$ cat config.mk
export PLATFORM = sky130hd
export DESIGN_NAME = phase_angle_firing_timer_top
export DESIGN_NICKNAME = d
export VERILOG_FILES = /design/src/sv/pafire_pkg.sv /design/src/sv/phase_angle_firing_timer_top.sv
export SDC_FILE = /design/constraint.sdc
export NUM_CORES = 1
export LEC_CHECK = 0
export BUFFER_PORTS_ARGS = -buffer_cell sky130_fd_sc_hd__buf_2
export CORE_ASPECT_RATIO = 0.7
export CORE_MARGIN = 2
export CORE_UTILIZATION = 55
export CTS_CLUSTER_DIAMETER = 80
export DETAILED_ROUTE_END_ITERATION = 10
export PLACE_DENSITY = 0.73
export SETUP_SLACK_MARGIN = 0.5
export SYNTH_ARGS = -nofsm -noshare
export SYNTH_HDL_FRONTEND = slang
export SYNTH_SLANG_ARGS = --single-unit
$ cat constraint.sdc
create_clock -name clk -period 11 [get_ports clk]
set_input_delay 0 -clock clk [delete_from_list [all_inputs] [get_ports clk]]
set_output_delay 0 -clock clk [all_outputs]
set_load 0.01 [all_outputs]
$ cat src/sv/pafire_pkg.sv
`timescale 1ns / 1ps

package pafire_pkg;

  localparam int CODE_W    = 10;
  localparam int DELAY_W   = 16;
  localparam int PULSE_W   = 8;
  localparam int PROD_W    = CODE_W + DELAY_W;
  localparam int CFG_IDX_W = 1;
  localparam int CFG_DATA_W = 16;

  localparam int IN_DATA_W  = 16;
  localparam int OUT_DATA_W = 24;

  localparam logic [CFG_IDX_W-1:0] CFG_FULL_SCALE  = 1'd0;
  localparam logic [CFG_IDX_W-1:0] CFG_PULSE_TICKS = 1'd1;

  localparam logic [DELAY_W-1:0] FULL_SCALE_RST  = 16'd8300;
  localparam logic [PULSE_W-1:0] PULSE_TICKS_RST = 8'd20;
  localparam logic [CODE_W:0]    CODE_MAX        = 11'd1023;

endpackage

$ cat src/sv/phase_angle_firing_timer_top.sv
`timescale 1ns / 1ps
// channel | dir | handshake           | payload
// in_     | in  | in_tvalid/in_tready | tdata: zero_cross_edge, sample_code; tuser: sample_valid
// out_    | out | out_tvalid/out_tready | tdata: gate, delay_now
// cfg_    | in  | cfg_we              | cfg_index, cfg_wdata
//
// One request per clock sustained while out_tready is high; results leave the result register.
// Stages: input register, 10x16 product register, result register holding the timer state.
// Division by 1023 is two short folding adds and one compare in the last stage.
// rst_n is synchronous, active low; the first request after reset matches and fires.
// A stalled result holds the pipe only once every stage is full.

module phase_angle_firing_timer_top
  import pafire_pkg::*;
(
  input  logic                  clk,
  input  logic                  rst_n,
  input  logic                  in_tvalid,
  output logic                  in_tready,
  input  logic [IN_DATA_W-1:0]  in_tdata,   // [0] zero_cross_edge, [10:1] sample_code
  input  logic                  in_tuser,   // [0] sample_valid
  output logic                  out_tvalid,
  input  logic                  out_tready,
  output logic [OUT_DATA_W-1:0] out_tdata,  // [0] gate, [16:1] delay_now
  input  logic                  cfg_we,
  input  logic [CFG_IDX_W-1:0]  cfg_index,
  input  logic [CFG_DATA_W-1:0] cfg_wdata
);

  logic [DELAY_W-1:0] full_scale_r;
  logic [PULSE_W-1:0] pulse_ticks_r;

  logic               s1_vld_r;
  logic               s1_edge_r;
  logic               s1_svld_r;
  logic [CODE_W-1:0]  s1_code_r;

  logic               s2_vld_r;
  logic               s2_edge_r;
  logic               s2_svld_r;
  logic [PROD_W-1:0]  s2_prod_r;

  logic               out_vld_r;
  logic               gate_r;
  logic [DELAY_W-1:0] tick_r;
  logic [DELAY_W-1:0] delay_r;
  logic [DELAY_W-1:0] target_r;
  logic [PULSE_W-1:0] pulse_left_r;

  logic               out_free;
  logic               adv3;
  logic               s2_ready;
  logic               adv2;
  logic               adv1;

  logic [DELAY_W-1:0] quo_a;
  logic [DELAY_W:0]   quo_s;
  logic [CODE_W:0]    quo_t;
  logic               quo_corr;
  logic [DELAY_W-1:0] quo;

  logic               match;
  logic [PULSE_W-1:0] pulse_load;
  logic               gate_nxt;
  logic [DELAY_W-1:0] delay_nxt;
  logic [DELAY_W-1:0] target_nxt;
  logic [PULSE_W-1:0] pulse_left_nxt;

  assign out_free  = !out_vld_r || out_tready;
  assign adv3      = s2_vld_r && out_free;
  assign s2_ready  = !s2_vld_r || out_free;
  assign adv2      = s1_vld_r && s2_ready;
  assign in_tready = !s1_vld_r || s2_ready;
  assign adv1      = in_tvalid && in_tready;

  assign out_tvalid = out_vld_r;
  assign out_tdata  = {{(OUT_DATA_W - DELAY_W - 1){1'b0}}, delay_r, gate_r};

  // p = 1024a + b = 1023a + (a + b); fold once more, then one compare
  assign quo_a    = s2_prod_r[PROD_W-1:CODE_W];
  assign quo_s    = {1'b0, quo_a} + {{(DELAY_W + 1 - CODE_W){1'b0}}, s2_prod_r[CODE_W-1:0]};
  assign quo_t    = {{(CODE_W + 1 - (DELAY_W + 1 - CODE_W)){1'b0}}, quo_s[DELAY_W:CODE_W]}
                  + {1'b0, quo_s[CODE_W-1:0]};
  assign quo_corr = quo_t >= CODE_MAX;
  assign quo      = quo_a + {{(CODE_W - 1){1'b0}}, quo_s[DELAY_W:CODE_W]}
                  + {{(DELAY_W - 1){1'b0}}, quo_corr};

  always_comb begin
    delay_nxt      = s2_svld_r ? quo : delay_r;
    match          = tick_r == target_r;
    target_nxt     = s2_edge_r ? tick_r + delay_nxt : target_r;
    pulse_load     = match ? pulse_ticks_r : pulse_left_r;
    gate_nxt       = pulse_load != '0;
    pulse_left_nxt = gate_nxt ? pulse_load - 1'b1 : pulse_load;
  end

  always_ff @(posedge clk) begin
    if (!rst_n) begin
      full_scale_r  <= FULL_SCALE_RST;
      pulse_ticks_r <= PULSE_TICKS_RST;
    end else if (cfg_we) begin
      unique case (cfg_index)
        CFG_FULL_SCALE:  full_scale_r  <= cfg_wdata[DELAY_W-1:0];
        CFG_PULSE_TICKS: pulse_ticks_r <= cfg_wdata[PULSE_W-1:0];
      endcase
    end
  end

  always_ff @(posedge clk) begin
    if (!rst_n) begin
      s1_vld_r     <= 1'b0;
      s2_vld_r     <= 1'b0;
      out_vld_r    <= 1'b0;
      gate_r       <= 1'b0;
      tick_r       <= '0;
      delay_r      <= '0;
      target_r     <= '0;
      pulse_left_r <= '0;
    end else begin
      if (in_tready) begin
        s1_vld_r <= in_tvalid;
      end
      if (s2_ready) begin
        s2_vld_r <= s1_vld_r;
      end
      if (out_free) begin
        out_vld_r <= s2_vld_r;
      end
      if (adv3) begin
        gate_r       <= gate_nxt;
        tick_r       <= tick_r + 1'b1;
        delay_r      <= delay_nxt;
        target_r     <= target_nxt;
        pulse_left_r <= pulse_left_nxt;
      end
    end
  end

  always_ff @(posedge clk) begin
    if (adv1) begin
      s1_edge_r <= in_tdata[0];
      s1_svld_r <= in_tuser;
      s1_code_r <= in_tdata[CODE_W:1];
    end
    if (adv2) begin
      s2_edge_r <= s1_edge_r;
      s2_svld_r <= s1_svld_r;
      s2_prod_r <= {{DELAY_W{1'b0}}, s1_code_r} * {{CODE_W{1'b0}}, full_scale_r};
    end
  end

  a_tick_step: assert property (@(posedge clk) disable iff (!rst_n)
    adv3 |=> tick_r == $past(tick_r) + 1'b1)
    else $error("tick counter did not advance with the request");

  a_no_stray_gate: assert property (@(posedge clk) disable iff (!rst_n)
    adv3 && !match && pulse_left_r == '0 |=> !gate_r)
    else $error("gate raised without a match or a pulse in progress");

  a_stall_full: assert property (@(posedge clk) disable iff (!rst_n)
    !in_tready |-> s1_vld_r && s2_vld_r && out_vld_r && !out_tready)
    else $error("input stalled while the pipe has room");

  a_hold_state: assert property (@(posedge clk) disable iff (!rst_n)
    !adv3 |=> $stable(tick_r) && $stable(target_r) && $stable(pulse_left_r))
    else $error("timer state changed without a request");

endmodule

==> key figures <==
STA
  • Max Freq: between 0.1 and 0.15 GHz
  • Worst Clk Skew: 0.008099 ns
  • Headroom to the max-slew limit: 30.55%
  • Setup TNS Final: 0 ns
  • Slew Limit Fails: 0
  • Measured slew at the worst slew-check pin: approximately 1.0 ns
  • PnR worst setup slack: 2.879 ns
  • Fin Hold WS: 0.04911 ns
  • Final setup fails: 0
  • Final min period: 8.121 ns
  • Final period util: 73.82%
  • Endpoints failing hold: 0
  • Unrepaired setup endpoints after global routing: false

Clock network
  • H-tree lvl count: 4
  • CTS root buffer: clkbuf_16
  • Bufs on Longest Clock Path: 2
  • TritonCTS Sinks: 124
  • # Post-CTS Setup Buffers: 0
  • Worst-path clk slew: 0.06 ns
  • TritonCTS Buffers: 17
  • CTS tree: done
  • Worst-Skew Late Latency: 0.41 ns

Critical path
  • Critical path fanouts, max: 6
  • Most used cell, CP: ha_1
  • Crit path DAT: 8.48 ns
  • Crit path from: s2_prod_r[11]
  • Critical Path RT: 11.36 ns
  • Startpoint types: flop
  • FF-to-FF Start: s2_prod_r[11]
  • Worst Setup Path Type: reg2reg
  • Crit. End Element: flop
  • Critical-path top delay cell: a2111oi_0
  • Max incr delay on CP: 0.72 ns

Logic synthesis
  • Prevailing post-synth register cell: dfxtp_1
  • Synth warn: 0
  • Mean Syn Cell Area: 8.816 µm²
  • Gate Count Post-Synth: 1,356
  • Leading area contributor after synthesis: fa_1
  • Register area share after synthesis: around 24%
  • Synth top area share: 18.92%
  • #FFs+latches synth: 124
  • Post-synth ARST share: 0%
  • Top post-synthesis cells by area: fa_1 19%, dfxtp_1 14%, ha_1 11%, edfxtp_1 10%, nand2_1 7.0%
  • Number of flops mapped to enable cells by yosys: 40
  • Synth Cell Area: 0.01195 mm²
  • Yosys cell types: 72

Floorplan
  • Die area: 0.02295 mm²
  • Core Rows: 45
  • Die X: 180.2 µm
  • Core box area: 0.02151 mm²
  • I/O pin count: 65
  • Die H: 127.3 µm
  • Starting density of the core: 55.58%

Power
  • Cell Pwr Density: 231.1 mW/mm²
  • Pleak: 6.134 nW
  • PnR Total Power: about 3.1 mW
  • Maximum vdd drop: 0.1388 mV

Final layout
  • Most common cell after layout, fill and taps aside: nand2_1
  • Commonest non-fill, non-tap cells in the layout: 222 x nand2_1, 119 x inv_1, 113 x fa_1
  • Multi-input logic area: 0.008367 mm²
  • Area taken by flip-flops and latches: 0.002883 mm²
  • Fillers: 1,793
  • Layout cell share with drive strength beyond 1: 7.768%
  • Post-layout net count: about 1,700
  • Ant diodes: 0
  • Final std cells w/o fill: 1,698
  • Area growth syn-to-layout: 10.67%

Detailed routing
  • Top Metal Used: met4
  • Routed wl met2: around 12 mm
  • Met3 WL post-DR: 1.734 mm
  • Routed wire length: 28.48 mm
  • DR iter-0 viols: 675
  • DR pass1 iterations: 5
  • Drc violations: 0
  • Post-route ant nets: 0
  • Met1 WL: 14.16 mm
  • Vias/cell: 5.671
  • Routed wire per std cell: 16.77 µm
  • Routed via count: 9,630

Global routing
  • Pin count of the biggest net entering global routing: 47
  • Vias in the first global route: 9,271
  • Gr ovfl total: 0
  • Initial antenna violation count: 0
  • First-pass GRT wire length: between 40 and 50 mm
  • Total GRT Usage: 25.82%

Place
  • Cell Count Post-Placement: about 1,600
  • Dpl ws: 3.235 ns
  • DP HPWL: 20.95 mm
  • Input/output buffers: 52
  • Routability cong.: 0.9039

Status
  • Outcome: completed

Worst hold path
  • Hold_sp: rst_n
  • Worst hold-check path type: in2reg

Job
  • Number of max-cap violations: 0
[flip-flops by register name, indices dropped and copies added (netlist names), 8 cells and up]
name,cells
delay_r,16
full_scale_r,16
pulse_left_r,8
pulse_ticks_r,8
s1_code_r,10
s2_prod_r,26
target_r,16
tick_r,16
[metrics by stage]
step | util [%] | cell area, µm²
CTS | 61.51 | 13230
floorplan | - | 11980
global placement | 57.39 | 12340
finish | 61.51 | 13230
global route | 61.51 | 13230
detailed placement | 57.39 | 12340
[synthesized netlist by cell type (19+ instances only)]
cell type and n:
nand2_1 222, edfxtp_1 40, inv_1 119, o21ai_0 39
dfxtp_1 84, nand3_1 36, clkbuf_1 51, and2_1 69
nor3_1 19, fa_1 113, a21oi_1 96, xor2_1 52
nor2_1 75, xnor2_1 49, ha_1 101
[final cells by class]
type	count	share of cell area, %
tap	282	2.667
sequential	124	21.79
inverter	120	3.405
clock buffer	20	3.301
multi-input combinational	1054	63.25
clock inverter	12	1.126
timing repair buffer	86	4.464
[path summary, 6_finish.rpt]
check / endpoint / slack [ns] / depth (start not counted)
setup / recovery: target_r[14] / 2.88 / 34
hold / removal: full_scale_r[3] / 0.05 / 2
setup reg to reg: target_r[14] / 2.88 / 34
hold reg to reg: s2_svld_r / 0.42 / 0
[layer usage]
layer | global-route usage (%) | vias to the layer above
met5 | 0 | -
met4 | 5.977 | 0
met3 | 4.818 | 34
met2 | 39.00 | 314
met1 | 38.62 | 4676
li1 | - | 4606
[power by group]
part	internal (mW)	total, mW	switching [mW]
registers	0.572	0.650	0.0780
clock network	0.355	0.566	0.212
logic	0.798	1.84	1.04
total	1.72	3.06	1.33
[kinds of logic after synthesis]
group,after synthesis,synth area share (%)
XOR/XNOR,102,7.630
multiplexers,17,1.497
buffers and inverters,184,6.113
other,1,0.03137
adder cells (fa/ha/maj),215,29.59
AO/OA/AOI/OAI,230,12.26
flip-flops,124,24.12
AND/OR/NAND/NOR,483,18.77
[repair_timing]
action / 4_1_cts / 5_1_grt
hold buffers: 30 / 0
gates resized for setup: 0 / 0
hold endpoints to repair: 39 / 0
[worst max-delay path: cells and delay by family, from the launching register on]
family / cells / cell delay [ns]
compound gates: 15 / 3.32
xor+xnor: 2 / 0.52
fa+ha+maj: 5 / 1.81
buf+inv: 2 / 0.27
flops: 1 / 0.47
simple gates: 10 / 1.65
(Power assumes the default switching activity.)
